## src/design/sbus_frame_decoder_assert.svh

```systemverilog
// Assertion macros for the S.BUS frame decoder.
`ifndef SBUS_FRAME_DECODER_ASSERT_SVH
`define SBUS_FRAME_DECODER_ASSERT_SVH

`ifndef NO_ASSERTIONS

// Clocked check, disabled while reset is high
`define SBUSFD_ASSERT(label, clk, rst, prop, msg) \
   label: assert property (@(posedge clk) disable iff (rst) (prop)) else $error(msg);

// Clocked check that also holds during reset
`define SBUSFD_ASSERT_ALWAYS(label, clk, prop, msg) \
   label: assert property (@(posedge clk) (prop)) else $error(msg);

`else

`define SBUSFD_ASSERT(label, clk, rst, prop, msg)
`define SBUSFD_ASSERT_ALWAYS(label, clk, prop, msg)

`endif

`endif

```

## src/design/sbusfd_pkg.sv

```systemverilog
package sbusfd_pkg;

   localparam logic [7:0]  START_BYTE = 8'h0f;
   localparam logic [7:0]  END_MASK   = 8'hc4;
   localparam logic [7:0]  END_MATCH  = 8'h04;
   localparam int          DATA_LEN   = 22;
   localparam logic [4:0]  DATA_FIRST = 5'd1;
   localparam logic [4:0]  DATA_LAST  = 5'd22;
   localparam logic [4:0]  FRAME_END  = 5'd24;
   localparam logic [4:0]  LAST_ADDR  = 5'd21;
   localparam logic [3:0]  LAST_CHAN  = 4'd15;
   localparam logic [3:0]  CHAN_BITS  = 4'd11;
   localparam logic [3:0]  BYTE_BITS  = 4'd8;
   localparam logic [10:0] VAL_OFFSET = 11'd200;
   localparam logic [11:0] PULSE_BASE = 12'd1000;

   typedef enum logic [2:0] {
      ST_HUNT,
      ST_COLLECT,
      ST_SKIP,
      ST_READ,
      ST_USE
   } parse_state_type;

   // End byte is 0x00 or matches the end marker pattern
   function automatic logic end_ok(input logic [7:0] b);
      return (b == 8'h00) || ((b & END_MASK) == END_MATCH);
   endfunction

   // round((v - 200) / 1.6) + 1000, saturated at 1000 below 200
   function automatic logic [11:0] map_pulse(input logic [10:0] v);
      logic [10:0] d;
      logic [13:0] p;
      d = v - VAL_OFFSET;
      p = {1'b0, d, 2'b00} + 14'(d) + 14'd4;
      if (v < VAL_OFFSET) begin
         return PULSE_BASE;
      end
      return 12'(p >> 3) + PULSE_BASE;
   endfunction

endpackage

```

## src/design/sbus_frame_decoder.sv

```systemverilog
// S.BUS frame decoder. Takes one received byte per transfer on req_, hunts for
// the 0x0f start byte and stores data bytes 1..22 of the 25-byte frame in a
// 22-byte synchronous memory. While hunting, collecting or skipping, one byte
// is taken per cycle. After a good end byte (0x00, or (b & 0xc4) == 0x04) the
// block stops taking bytes and decodes: it reads the stored bytes one at a
// time, each in two steps (memory read, then merge into a bit accumulator),
// waits whenever rsp_ stalls with a channel ready, and gives sixteen
// transfers of channel index and pulse width in microseconds (1000..2154),
// the last one with rsp_tlast high. The single read port of the frame memory
// is why the bytes are read one at a time. A bad end byte gives no output;
// bytes are then dropped up to and including the next valid end-marker byte.
module sbus_frame_decoder
   import sbusfd_pkg::*;
(
   input  logic        clock,
   input  logic        reset,
   input  logic        req_tvalid,
   output logic        req_tready,
   input  logic [7:0]  req_tdata,   // [7:0] rx_byte
   output logic        rsp_tvalid,
   input  logic        rsp_tready,
   output logic [15:0] rsp_tdata,   // [3:0] channel, [15:4] pulse_us
   output logic        rsp_tlast    // last
);

`include "sbus_frame_decoder_assert.svh"

   parse_state_type state_ff, state_in;
   logic [4:0]  byte_count_ff, byte_count_in;
   logic [4:0]  rd_addr_ff, rd_addr_in;
   logic [9:0]  acc_ff, acc_in;
   logic [3:0]  nbits_ff, nbits_in;
   logic [3:0]  chan_ff, chan_in;
   logic        rsp_valid_ff, rsp_valid_in;
   logic [3:0]  channel_ff;
   logic [11:0] pulse_ff;
   logic        last_ff;

   logic [7:0]  frame_mem [DATA_LEN];
   logic [7:0]  rd_data_ff;

   logic        req_fire;
   logic        mem_we;
   logic [4:0]  wr_addr;
   logic        rd_en;
   logic        out_load;
   logic        slot_free;
   logic [17:0] merged;
   logic [4:0]  total_bits;

   assign req_fire  = req_tvalid && req_tready;
   assign slot_free = !rsp_valid_ff || rsp_tready;
   assign wr_addr   = byte_count_ff - DATA_FIRST;
   assign merged    = 18'(acc_ff) | (18'(rd_data_ff) << nbits_ff);
   assign total_bits = {1'b0, nbits_ff} + {1'b0, BYTE_BITS};

   // Frame memory: write while collecting, registered read while decoding
   always_ff @(posedge clock) begin
      if (mem_we) begin
         frame_mem[wr_addr] <= req_tdata;
      end
      if (rd_en) begin
         rd_data_ff <= frame_mem[rd_addr_ff];
      end
   end

   // Control registers
   always_ff @(posedge clock) begin
      if (reset) begin
         state_ff      <= ST_HUNT;
         byte_count_ff <= '0;
         rd_addr_ff    <= '0;
         acc_ff        <= '0;
         nbits_ff      <= '0;
         chan_ff       <= '0;
         rsp_valid_ff  <= 1'b0;
      end else begin
         state_ff      <= state_in;
         byte_count_ff <= byte_count_in;
         rd_addr_ff    <= rd_addr_in;
         acc_ff        <= acc_in;
         nbits_ff      <= nbits_in;
         chan_ff       <= chan_in;
         rsp_valid_ff  <= rsp_valid_in;
      end
   end

   // Output payload
   always_ff @(posedge clock) begin
      if (out_load) begin
         channel_ff <= chan_ff;
         pulse_ff   <= map_pulse(merged[10:0]);
         last_ff    <= (chan_ff == LAST_CHAN);
      end
   end

   // Next state: parse incoming bytes, then walk the stored frame
   always_comb begin
      state_in      = state_ff;
      byte_count_in = byte_count_ff;
      rd_addr_in    = rd_addr_ff;
      acc_in        = acc_ff;
      nbits_in      = nbits_ff;
      chan_in       = chan_ff;
      mem_we        = 1'b0;
      rd_en         = 1'b0;
      out_load      = 1'b0;
      req_tready    = 1'b0;

      unique case (state_ff)
         ST_HUNT: begin
            req_tready = 1'b1;
            if (req_fire && (req_tdata == START_BYTE)) begin
               state_in      = ST_COLLECT;
               byte_count_in = DATA_FIRST;
            end
         end
         ST_COLLECT: begin
            req_tready = 1'b1;
            if (req_fire) begin
               mem_we        = (byte_count_ff >= DATA_FIRST) && (byte_count_ff <= DATA_LAST);
               byte_count_in = byte_count_ff + 5'd1;
               if (byte_count_ff == FRAME_END) begin
                  byte_count_in = '0;
                  if (end_ok(req_tdata)) begin
                     state_in   = ST_READ;
                     rd_addr_in = '0;
                     acc_in     = '0;
                     nbits_in   = '0;
                     chan_in    = '0;
                  end else begin
                     state_in = ST_SKIP;
                  end
               end
            end
         end
         ST_SKIP: begin
            req_tready = 1'b1;
            if (req_fire && end_ok(req_tdata)) begin
               state_in      = ST_HUNT;
               byte_count_in = '0;
            end
         end
         ST_READ: begin
            rd_en    = 1'b1;
            state_in = ST_USE;
         end
         ST_USE: begin
            if (total_bits >= {1'b0, CHAN_BITS}) begin
               // A full channel is ready: hold until the output slot frees
               if (slot_free) begin
                  out_load = 1'b1;
                  acc_in   = 10'(merged >> CHAN_BITS);
                  nbits_in = 4'(total_bits - {1'b0, CHAN_BITS});
                  chan_in  = chan_ff + 4'd1;
                  if (rd_addr_ff == LAST_ADDR) begin
                     state_in = ST_HUNT;
                  end else begin
                     rd_addr_in = rd_addr_ff + 5'd1;
                     state_in   = ST_READ;
                  end
               end
            end else begin
               acc_in     = 10'(merged);
               nbits_in   = 4'(total_bits);
               rd_addr_in = rd_addr_ff + 5'd1;
               state_in   = ST_READ;
            end
         end
         default: begin
            state_in = ST_HUNT;
         end
      endcase
   end

   // Output register: load on a decoded channel, drop on transfer
   always_comb begin
      rsp_valid_in = rsp_valid_ff;
      if (rsp_valid_ff && rsp_tready) begin
         rsp_valid_in = 1'b0;
      end
      if (out_load) begin
         rsp_valid_in = 1'b1;
      end
   end

   assign rsp_tvalid = rsp_valid_ff;
   assign rsp_tdata  = {pulse_ff, channel_ff};
   assign rsp_tlast  = last_ff;

   `SBUSFD_ASSERT(a_last_on_last_byte, clock, reset, (out_load && (chan_ff == LAST_CHAN)) |-> (rd_addr_ff == LAST_ADDR), "last channel decoded before the last stored byte")
   `SBUSFD_ASSERT(a_no_overwrite, clock, reset, out_load |-> slot_free, "output register overwritten before transfer")
   `SBUSFD_ASSERT(a_decode_start, clock, reset, (state_ff == ST_READ && $past(state_ff) == ST_COLLECT) |-> (chan_ff == 4'd0 && nbits_ff == 4'd0), "decode started with stale accumulator")
   `SBUSFD_ASSERT(a_nbits_range, clock, reset, nbits_ff <= 4'd10, "bit accumulator holds too many leftover bits")

endmodule

```

## config.mk

```make
export PLATFORM = sky130hd
export DESIGN_NAME = sbus_frame_decoder
export DESIGN_NICKNAME = d
export VERILOG_FILES = /design/src/design/sbusfd_pkg.sv /design/src/design/sbus_frame_decoder.sv
export VERILOG_INCLUDE_DIRS = /design/src /design/src/design
export SDC_FILE = /design/constraint.sdc
export NUM_CORES = 1
export LEC_CHECK = 0
export ABC_AREA = 0
export BUFFER_PORTS_ARGS = -buffer_cell sky130_fd_sc_hd__buf_4
export CAP_MARGIN = 20
export CORE_MARGIN = 8
export CORE_UTILIZATION = 53
export DETAILED_ROUTE_END_ITERATION = 10
export PLACE_DENSITY = 0.71
export SLEW_MARGIN = 20
export SYNTH_ARGS = -nofsm -noshare
export SYNTH_HDL_FRONTEND = slang
export SYNTH_SLANG_ARGS = --single-unit
```

## constraint.sdc

```tcl
create_clock -name clock -period 9.81 [get_ports clock]
set_clock_uncertainty 0.15 [all_clocks]
set_input_delay 1.962 -clock clock [delete_from_list [all_inputs] [get_ports clock]]
set_output_delay 1.962 -clock clock [all_outputs]
set_load 0.01 [all_outputs]
```

# ---- Word level (Yosys, flattened, before mapping)
# Memory sizes are Yosys's and may differ from the RTL's. A register that Yosys moved wholly into a read port is not among the register bits.
# Index checks and enable logic that the tools add are counted.
# Widths: inputs -> output; s select.
dict set report word_totals {
  ff_bits 49
  latchBits 0
  ram_bits 176
  romBits 0
  input_bits 12
  output_inout_bits 19
  wordCells 115
  memories 1
}
# memory depth width read_ports rd_clocked_by_memory_dff wr line_no
set mem_list {}
lappend mem_list {frame_mem 22 8 1 1 1 sbus_frame_decoder.sv:39} ;# logic [7:0] frame_mem [DATA_LEN];
dict set report op_classes {
  addsub 10
  n_mul 0
  div_mod_pow 0
  magnitude_cmp 4
  eq_ne 18
  n_shift 1
  muxes 51
  n_bitwise 1
  reduce_logical 19
}
# op n
set op_table {}
lappend op_table {{$mux 10} 5}
lappend op_table {{$mux 5} 10}
lappend op_table {{$mux 4} 7}
lappend op_table {{$mux 12} 2}
lappend op_table {{$pmux 10 s2} 1}
lappend op_table {{$mux 3} 6}
lappend op_table {{$or 10x18->18} 1}
lappend op_table {{$shl 8x4->18} 1}
lappend op_table {{$pmux 4 s2} 2}
lappend op_table {{$pmux 3 s5} 1}
lappend op_table {{$pmux 5 s3} 1}
lappend op_table {{$add 13x11->14} 1}
lappend op_table {{$add 14x3->14 const B} 1}
lappend op_table {{$mux 1} 14}
lappend op_table {{$ne 2x2->1 const B} 7}
lappend op_table {{$add 11x10->12 const B} 1}
lappend op_table {{$reduce_and 6->1} 2}
lappend op_table {{$lt 11x8->1 const B} 1}
lappend op_table {{$sub 11x8->11 const B} 1}
lappend op_table {{$add 5x1->5 const B} 2}
lappend op_table {{$eq 5x5->1 const B} 2}
lappend op_table {{$pmux 5 s2} 1}
lappend op_table {{$reduce_and 5->1} 2}
lappend op_table {{$eq 8x4->1 const B} 1}
lappend op_table {{22 further kinds} 31}

# ---- Logic depth before layout (Yosys ltp)
# Gate-level depths: netlist (run 1).
dict set report depth {
  word_depth 8
  mapped_depth 18
  mapped_depth_nobuf 17
}

# ---- Worst setup path before layout (run 1)
# OpenSTA, ideal clock, no wires.
dict set report synth_timing {
  path_kind {flip-flop to flip-flop}
  start {reg nbits_ff[1]}
  end {reg pulse_ff[9], data pin}
  arrival_ps 4129
  required_ps 9397
  slack_ps 5268
  stages_incl_launch_ff 16
  n_path_buf 1
  path_cell_list {dfxtp_1 buf_2 mux4_2 a21oi_1 nand4_2 a311oi_2 xor2_2 inv_1 ha_1 ha_1 or4_1 a21o_1 o2111ai_1 o211a_1 xor3_1 nand2_1}
}
dict set report synth_between {
  elab_chain_cells 7
  elab_cells_between_ends 10
}
# item line_no
set synth_lines {}
lappend synth_lines {{start: declaration} sbus_frame_decoder.sv:32} ;# logic [3:0] nbits_ff, nbits_in;
lappend synth_lines {{start signal: assignment} sbus_frame_decoder.sv:82} ;# nbits_ff <= nbits_in;
lappend synth_lines {{$shl 8x4->18 *} sbus_frame_decoder.sv:54} ;# assign merged = 18'(acc_ff) | (18'(rd_data_ff) << nbits_ff);
lappend synth_lines {{$or 10x18->18 *} sbus_frame_decoder.sv:54}
lappend synth_lines {{$sub 11x8->11} sbusfd_pkg.sv:34} ;# d = v - VAL_OFFSET;
lappend synth_lines {{$add 13x11->14} sbusfd_pkg.sv:35} ;# p = {1'b0, d, 2'b00} + 14'(d) + 14'd4;
lappend synth_lines {{$add 14x3->14} sbusfd_pkg.sv:35}
lappend synth_lines {{$add 11x10->12} sbusfd_pkg.sv:39} ;# return 12'(p >> 3) + PULSE_BASE;
lappend synth_lines {{$mux 12 *} sbusfd_pkg.sv:39}
lappend synth_lines {{end signal: assignment} sbus_frame_decoder.sv:92} ;# pulse_ff <= map_pulse(merged[10:0]);
lappend synth_lines {{end: declaration} sbus_frame_decoder.sv:36} ;# logic [11:0] pulse_ff;
# Mark *: on every way between the ends. The rest lies on a longest branch, timed or not. The select of a mux whose other input is x is not followed.
# A chain may end at the register's enable or synchronous reset.

# ---- Final worst setup path (run 1)
dict set report layout_timing {
  start {reg nbits_ff[1]}
  end {reg pulse_ff[10], data pin}
}
# Same word-level chain as after synthesis.

==> impl_metrics.toml, run 1 <==
[synth]
synth_edf_count = 201
syn-mean-instance-area_um2 = 14.36
yosysWarnings = 0
synth_fp_nets = 794
async_flop_share_pct = 0
syn_inst = 751
ys_seq_area_share_pct = 61.90
synth_area_mm2 = 0.01079
ys_seq_elements = 233
yosys-top-cells-count = "edfxtp_1 (201), nor2_1 (74), mux4_2 (52), nand2_1 (46), a21oi_1 (33)"
ys_types = 67
netlist.area_leader.share_pct = 55.96
synth_flop_cell = "edfxtp_1"
ys_top_cells_by_area = "edfxtp_1 (56%), mux4_2 (11%), dfxtp_1 (5.9%)"
synth.most_common_cell = "edfxtp_1"
yosysTopAreaCell = "edfxtp_1"

[cts]
clk_latency_ns = 0.54
post_cts_buffers = 0
root_buffer = "clkbuf_16"
ctsResizeCount = 0
cts_tree = "built"
cts_num_sinks = 233
htreeDepth = 1
hold_buffers = 0
clkTransAtPathRegs_ns = 0.06
cts_buffers = 25
cts_max_path_buffers = 3

[placement]
pre_cts_slack_ns = 4.482
place_congestion = 0.8917
port_buffers = 30
placed_area_mm2 = 0.01125
hpwlAfterDp_um = 15140

[grt]
grt_max_degree = 53
grt_pass1_wl_um = 36340
overflow = 0
antenna_found_initial = 0
grt_pass1_vias = 6505
grt_usage_pct = 18.97

[routing]
ant_nets = 0
drtIter0Drc = 438
via_count = 6392
wl_per_cell_um = 21.41
first_pass_iters = 5
viasPerCell = 5.979
drc = 0
wl_um = 22890

[layout]
num-nets-final = 823
drive_gt1_share_pct = 16.90
seqCellArea_mm2 = 0.006681
multiInputGateArea_mm2 = 0.003865
antennaDiodeCount = 0
final_util_pct = 60.45
fillers = 1458
areaGrowthSynthToFinish_pct = 12.67
final_cell_area_mm2 = 0.01215

[floorplan]
die_w_um = 158.7
core_mm2 = 0.02010
start_util_pct = 53.65
die_h_um = 158.7
fp-row-count = 52
die_area_mm2 = 0.02517
num_io_pins = 31

[sta]
worstMarginPinSlew_ns = 0.9976
setup_tns_ns = 0
fmax_mhz = 186.6
maxSlewViolCount = 0
rsz0062_at_grt = "false"
timing_hold_violations_final = 0
max_slew_margin_pct = 33.36
finalSetupViolations = 0
period_minus_slack_ns = 5.360
min_period_over_period_pct = 54.64
fin_ws_ns = 4.450

[critical_path]
startpoint_type = "flip-flop"
crit_required_ns = 9.93
reg2regPathDepth = 14
critPathKind = "flip-flop to flip-flop"
crit_fanout = 21
cp.arrival_ns = 5.48
crit_path_end_kind = "flip-flop"

[power_and_ir_drop]
p_leak_nw = 3.996
ir_drop_mv = 0.1605
powerDensity_mw_per_mm2 = 182.0

[run_status]
status = "complete, no violations"

[job]
drv_cap = 0

[worst_hold_path]
min_delay_path_depth = 2
hp-class = "flip-flop to flip-flop"
==> state kept, by name, summed over array words and instances (netlist names) <==
signal,cells
channel_ff,4
byte_count_ff,5
rd_addr_ff,5
pulse_ff,12
rd_data_ff,8
rsp_tlast,1
rsp_tvalid,1
chan_ff,4
state_ff,3
nbits_ff,4
frame_mem,176
acc_ff,10
==> through the flow <==
| step | instances | hold WS (ns) | total power [mW] |
|---|---|---|---|
| after global routing | 1069 | 0.3306 | 2.287 |
| after global placement | 1022 | 0.2968 | 1.244 |
| final | 1069 | 0.3205 | 2.212 |
| after detailed placement | 1022 | 0.3045 | 1.248 |
| after floorplan | 751 | 0.2821 | 1.207 |
| after CTS | 1068 | 0.3195 | 2.228 |
==> routing by layer <==
metal / track usage, % / routed length, um
met5: 0 / 0
met4: 7.274 / 684
met3: 2.904 / 1265
met2: 31.20 / 11360
met1: 25.04 / 9580
==> critical path, cell delays in order, from the launching register on <==
cell	delay [ns]
dfxtp_1	0.82
mux4_2	0.62
a21oi_1	0.45
nand4_2	0.22
a311oi_2	0.39
xor2_2	0.28
inv_1	0.08
ha_1	0.30
ha_1	0.40
or4_1	0.52
a21o_1	0.16
o2111ai_1	0.26
o211ai_1	0.16
mux2i_1	0.19
a21oi_1	0.09
==> layout by cell type (no fill, tap or decap), types with 4 or more instances in the layout <==
cell | Yosys | layout
a22oi_1 | 10 | 10
nor2b_1 | 10 | 10
nor3_1 | 7 | 7
buf_4 | 0 | 34
clkbuf_16 | 0 | 25
xor2_1 | 7 | 7
clkinv_1 | 0 | 9
bufinv_16 | 0 | 5
a21o_1 | 7 | 7
ha_1 | 30 | 30
mux4_2 | 52 | 52
nand2b_1 | 8 | 8
dfxtp_1 | 32 | 30
or4_1 | 6 | 6
o21ai_0 | 24 | 24
a21oi_1 | 33 | 33
inv_1 | 30 | 30
o211ai_1 | 13 | 13
and3_1 | 4 | 4
xnor2_1 | 16 | 16
nand3_1 | 13 | 13
edfxtp_1 | 201 | 201
mux2i_1 | 18 | 18
or2_2 | 4 | 4
nand2_1 | 46 | 46
and2_1 | 7 | 7
nor2_1 | 74 | 74
nand4_1 | 5 | 5
==> final timing paths <==
path	startpoint	endpoint	slack (ns)
worst min register to register	acc_ff[1]	acc_ff[1]	0.32
worst max register to register	nbits_ff[1]	pulse_ff[10]	4.45
worst max-delay path	nbits_ff[1]	pulse_ff[10]	4.45
worst min-delay path	acc_ff[1]	acc_ff[1]	0.32
==> report_power, final <==
part | switching [mW] | internal, mW | total, mW
Sequential | 0.00358 | 1.08 | 1.08
Clock | 0.382 | 0.602 | 0.984
Combinational | 0.0905 | 0.0577 | 0.148
Total | 0.476 | 1.74 | 2.21
==> cells by family (layout without fill, tap and decap cells) <==
| group | count (synthesis) | in the layout | share of synthesized area [%] |
|---|---|---|---|
| adders and majority gates | 31 | 31 | 3.665 |
| buffers and inverters | 63 | 111 | 2.273 |
| AOI/OAI and AO/OA | 126 | 126 | 7.981 |
| xor gates and xnor gates | 25 | 25 | 2.239 |
| and+or+nand+nor | 198 | 198 | 8.758 |
| DFF | 233 | 233 | 61.90 |
| muxes | 75 | 75 | 13.19 |
==> area by class of cell <==
cell class | instances | share of cell area [%]
multi-input combinational | 455 | 31.80
inverter | 30 | 0.9266
timing repair buffer | 35 | 2.327
sequential | 233 | 54.98
clock buffer | 27 | 5.210
clock inverter | 19 | 1.977
tap | 270 | 2.780
(Power assumes the default switching activity.)
==> inputs of run 2 (changes only) <==
PLACE_DENSITY = 0.73   (was 0.71)
clock period = 4.85 ns   (was 9.81 ns; I/O delays follow)
==> impl_metrics.toml, run 2 (synthesis results as in run 1) <==
[layout]
num-nets-final = 832
drive_gt1_share_pct = 18.46
largest_reg_flops = 176
fillers = 1445
areaGrowthSynthToFinish_pct = 12.71
layout_commonest_cell = "edfxtp_1"
regMostFlops = "frame_mem"
top_regs = "frame_mem (176), pulse_ff (12), acc_ff (10)"
layout_common_cells = "edfxtp_1 (201), nor2_1 (74), mux4_2 (52)"
antennaDiodeCount = 0
stdcell_count = 1077

[critical_path]
cpMostUsedCell = "ha_1"
critPathMaxStageDelay_ns = 0.54
critPathKind = "flip-flop to flip-flop"
cpMaxStageDelayCell = "mux4_2"
crit_path_end_kind = "flip-flop"
crit_fanout = 7
cp_cell_sequence = "mux4_2 -> a32o_1 -> a211o_1 -> a311oi_2 -> xor2_2 -> inv_1 -> ha_1 -> ha_1 -> or4_1 -> a21o_1 -> o2111ai_2 -> o211a_1 -> xor3_1 -> nand2_1"
critPathBufInv = 1
startpoint_type = "flip-flop"
crit_required_ns = 4.95
path_delay_family = "compound AO/OA/AOI/OAI gates"
cp.arrival_ns = 4.78

[cts]
cts_tree = "built"
cts_max_path_buffers = 3
clkTransAtPathRegs_ns = 0.06
ctsResizeCount = 0
cts_num_sinks = 233
htreeDepth = 1
cts_buffers = 25
hold_buffers = 0
clk_latency_ns = 0.51
post_cts_buffers = 0
root_buffer = "clkbuf_16"

[sta]
fmax_mhz = 213.6
period_minus_slack_ns = 4.683
max_slew_margin_pct = 31.79
min_period_over_period_pct = 96.55
setup_tns_ns = 0
maxSlewViolCount = 0
timing_hold_violations_final = 0
worstMarginPinSlew_ns = 1.021
rsz0062_at_grt = "false"
finalSetupViolations = 0

[grt]
grt_pass1_wl_um = 36210
grt_max_degree = 53
grt_usage_pct = 18.77
antenna_found_initial = 0
grt_pass1_vias = 6595
overflow = 0

[floorplan]
die_w_um = 158.7
die_h_um = 158.7
start_util_pct = 53.65
fp-row-count = 52
num_io_pins = 31
die_area_mm2 = 0.02517
core_mm2 = 0.02010

[power_and_ir_drop]
powerDensity_mw_per_mm2 = 359.4
p_leak_nw = 4.021
ir_drop_mv = 0.4184

[placement]
hpwlAfterDp_um = 15680
dp_cells = 1032
port_buffers = 30
place_congestion = 0.8733

[routing]
wl_um = 23270
viasPerCell = 6.100
drtIter0Drc = 569
wl_per_cell_um = 21.61
first_pass_iters = 5
drc = 0
ant_nets = 0
via_count = 6570

[job]
drv_cap = 0

[worst_hold_path]
hp-class = "flip-flop to flip-flop"

[run_status]
status = "complete, no violations"
run 2: cell count changes in the layout (fill, tap and decap cells not counted), sizes merged:
cell    change
bufinv      -2
clkbuf      +2
buf         +9
clkinv      -1
run 2: worst register-to-register path, delay by kind of cell, from the launching register on:
kind	cells	cell delay [ns]
multiplexers	1	0.55
buffers and inverters	1	0.06
adder cells (fa/ha/maj)	2	0.68
XOR/XNOR	2	0.33
flip-flops	1	0.46
AO/OA/AOI/OAI	6	1.60
AND/OR/NAND/NOR	2	0.60
run 2: layer usage:
metal	share of wire, %	GRT usage [%]	up-vias
met4	3.2	6.242	0
met1	42	24.54	3286
li1	-	-	2989
met5	0	0	-
met2	49	31.92	246
met3	5.5	2.416	49
run 2: worst paths after layout:
| kind | startpoint | end | slack, ns | cells past startpoint |
|---|---|---|---|---|
| setup / recovery | rd_data_ff[5] | pulse_ff[9] | 0.17 | 14 |
| hold / removal | acc_ff[2] | acc_ff[2] | 0.31 | 2 |
| setup reg to reg | rd_data_ff[5] | pulse_ff[9] | 0.17 | 14 |
| hold reg to reg | acc_ff[2] | acc_ff[2] | 0.31 | 2 |
run 2: final cells by class:
type	count	area (um2)	share of cell area [%]
Timing Repair Buffer	44	334.1	2.748
Clock inverter	16	163.9	1.348
Clock buffer	29	640.6	5.269
Tap cell	270	337.8	2.779
Multi-Input combinational cell	455	3882	31.93
Sequential cell	233	6686	55.00
Inverter	30	112.6	0.9262
run 2: stage by stage:
| stage | util (%) | cell area [um2] | power (mW) | setup WS (ns) | hold slack, ns |
|---|---|---|---|---|---|
| after floorplan | - | 10790 | 2.441 | 0.3081 | 0.2821 |
| after global placement | 56.34 | 11330 | 2.521 | 0.2017 | 0.2973 |
| final | 60.47 | 12160 | 4.370 | 0.1674 | 0.3125 |
| after detailed placement | 56.34 | 11330 | 2.530 | 0.05342 | 0.3065 |
| after CTS | 60.34 | 12130 | 4.386 | 0.04968 | 0.3158 |
| after global routing | 60.47 | 12160 | 4.493 | 0.005566 | 0.3335 |
run 2: power breakdown:
group	leakage [nW]	switching (mW)	internal, mW
logic	1.56	0.189	0.122
clock network	0.391	0.767	1.11
registers	2.07	0.00638	2.18
==> inputs of run 3 (changes only) <==
SETUP_SLACK_MARGIN = 0.2   (was default)
SLEW_MARGIN = default   (was 20)
==> impl_metrics.toml, run 3 (synthesis results as in run 1) <==
[grt]
grt_pass1_wl_um = 36310
use_met2_pct = 31.98
grt-busiest-layer = "met2"
grt_usage_pct = 18.82
grt_max_degree = 53
use_met1_pct = 24.50
met3_usage_pct = 2.497
antenna_found_initial = 0
overflow = 0
grt_pass1_vias = 6618

[routing]
wl_um = 23430
via_count = 6589
viasPerCell = 6.101
drc = 0
drtIter0Drc = 526
first_pass_iters = 6
ant_nets = 0
wl_per_cell_um = 21.70

[critical_path]
crit_path_end_kind = "flip-flop"
crit_fanout = 7
startpoint_type = "flip-flop"
crit_required_ns = 4.94
cpMaxStageDelayCell = "mux4_2"
r2r_start = "rd_data_ff[1]"
path_delay_family = "compound AO/OA/AOI/OAI gates"
critPathKind = "flip-flop to flip-flop"
critPathCapture = "pulse_ff[9]"
rrSetupSlack_ns = 0.31
critPathBufInv = 1
critPathLaunch = "rd_data_ff[1]"
timing.rr.end = "pulse_ff[9]"
reg2regPathDepth = 14
critPathMaxStageDelay_ns = 0.55
cp_cell_sequence = "mux4_2 -> a221oi_4 -> nand4_2 -> a311oi_2 -> xor2_2 -> inv_1 -> ha_1 -> ha_4 -> or4_1 -> a21o_1 -> o2111ai_2 -> o211a_1 -> xor3_1 -> nand2_1"
crit_cells = 14
cp.arrival_ns = 4.64

[sta]
maxSlewViolCount = 0
fmax_mhz = 220.1
worstMarginPinSlew_ns = 1.016
setup_tns_ns = 0
finalSetupViolations = 0
period_minus_slack_ns = 4.544
rsz0062_at_grt = "true"
max_slew_margin_pct = 32.26
min_period_over_period_pct = 93.69
timing_hold_violations_final = 0

[layout]
num-nets-final = 835
largest_reg_flops = 176
top_regs = "frame_mem (176), pulse_ff (12), acc_ff (10)"
drive_gt1_share_pct = 20.12
multiInputGateArea_mm2 = 0.003948
layout_commonest_cell = "edfxtp_1"
final_util_pct = 60.92
antennaDiodeCount = 0
regMostFlops = "frame_mem"
areaGrowthSynthToFinish_pct = 13.54
seqCellArea_mm2 = 0.006688
layout_common_cells = "edfxtp_1 (201), nor2_1 (73), mux4_2 (52)"
fillers = 1441

[floorplan]
fp-row-count = 52
die_w_um = 158.7
start_util_pct = 53.65
die_area_mm2 = 0.02517
die_h_um = 158.7
num_io_pins = 31
core_mm2 = 0.02010

[run_status]
status = "complete, no violations"

[power_and_ir_drop]
p_int_mw = 3.418
power_frac_seq_pct = 49.8
switching_power_uw = 967.4
combPwrFrac_pct = 7.5
p_clk_share_pct = 42.8
power_mw = 4.386
powerDensity_mw_per_mm2 = 358.1
swShare_pct = 22.06
p_leak_nw = 4.036
ir_drop_mv = 0.4175

[worst_hold_path]
hp-class = "flip-flop to flip-flop"

[placement]
port_buffers = 30
place_congestion = 0.8733
hpwlAfterDp_um = 15680

[cts]
cts_num_sinks = 233
cts_max_path_buffers = 3
clk_latency_ns = 0.51
hold_buffers = 0
cts_tree = "built"
root_buffer = "clkbuf_16"
cts_buffers = 25
htreeDepth = 1
clkTransAtPathRegs_ns = 0.06

[job]
drv_cap = 0
[run 3: changes by cell type in the layout (fill, tap and decap cells not counted), sizes merged]
cell and change:
buf +3
[run 3: per-stage QoR]
stage / cells / worst slack, ns / area [um2] / hold slack, ns
final: 1080 / 0.3060 / 12250 / 0.3124
after global routing: 1080 / 0.1327 / 12250 / 0.3335
after CTS: 1077 / 0.2330 / 12150 / 0.3158
after detailed placement: 1032 / 0.05342 / 11330 / 0.3065
after global placement: 1032 / 0.2017 / 11330 / 0.2973
after floorplan: 751 / 0.3081 / 10790 / 0.2821
[run 3: routing by layer]
| metal | vias to the layer above | part of all wire (%) |
|---|---|---|
| met5 | - | 0 |
| met4 | 0 | 2.9 |
| met3 | 44 | 5.1 |
| met2 | 218 | 50 |
| met1 | 3334 | 42 |
| li1 | 2993 | - |
[run 3: repair_timing]
action / 4_1_cts / 5_1_grt
buffers inserted: 0 / 3
pin swaps: 1 / 8
endpoints found under the setup margin: 4 / 5
gates resized for setup: 5 / 14
[run 3: worst register-to-register path, cell delays in order, from the launching register on]
cell and delay (ns):
edfxtp_1 0.44, mux4_2 0.55, a221oi_4 0.35, nand4_2 0.17, a311oi_2 0.40, xor2_2 0.18
inv_1 0.06, ha_1 0.33, ha_4 0.28, or4_1 0.51, a21o_1 0.19, o2111ai_2 0.26
o211a_1 0.21, xor3_1 0.15, nand2_1 0.06
[run 3: final cells by class]
type | instances | share of cell area (%)
Timing Repair Buffer | 47 | 2.912
Sequential cell | 233 | 54.61
Inverter | 30 | 0.9195
Clock buffer | 29 | 5.231
Tap cell | 270 | 2.758
Multi-Input combinational cell | 455 | 32.23
Clock inverter | 16 | 1.338
[run 3: worst min-delay path by stage]
stage	start	to	slack (ns)	cells past startpoint
2_1_floorplan	acc_ff[2]	acc_ff[2]	0.28	2
3_3_place_gp	acc_ff[1]	acc_ff[1]	0.30	2
3_5_place_dp	acc_ff[2]	acc_ff[2]	0.31	2
4_1_cts	acc_ff[2]	acc_ff[2]	0.32	2
5_1_grt	acc_ff[2]	acc_ff[2]	0.33	2
6_report	acc_ff[2]	acc_ff[2]	0.31	2
[run 3: power groups by stage]
stage / registers (mW) / clock network [mW] / logic, mW
2_1_floorplan: 2.22 / 0 / 0.218
3_3_place_gp: 2.23 / 0 / 0.296
3_5_place_dp: 2.23 / 0 / 0.304
4_1_cts: 2.18 / 1.90 / 0.309
5_1_grt: 2.18 / 1.97 / 0.363
6_report: 2.18 / 1.88 / 0.327
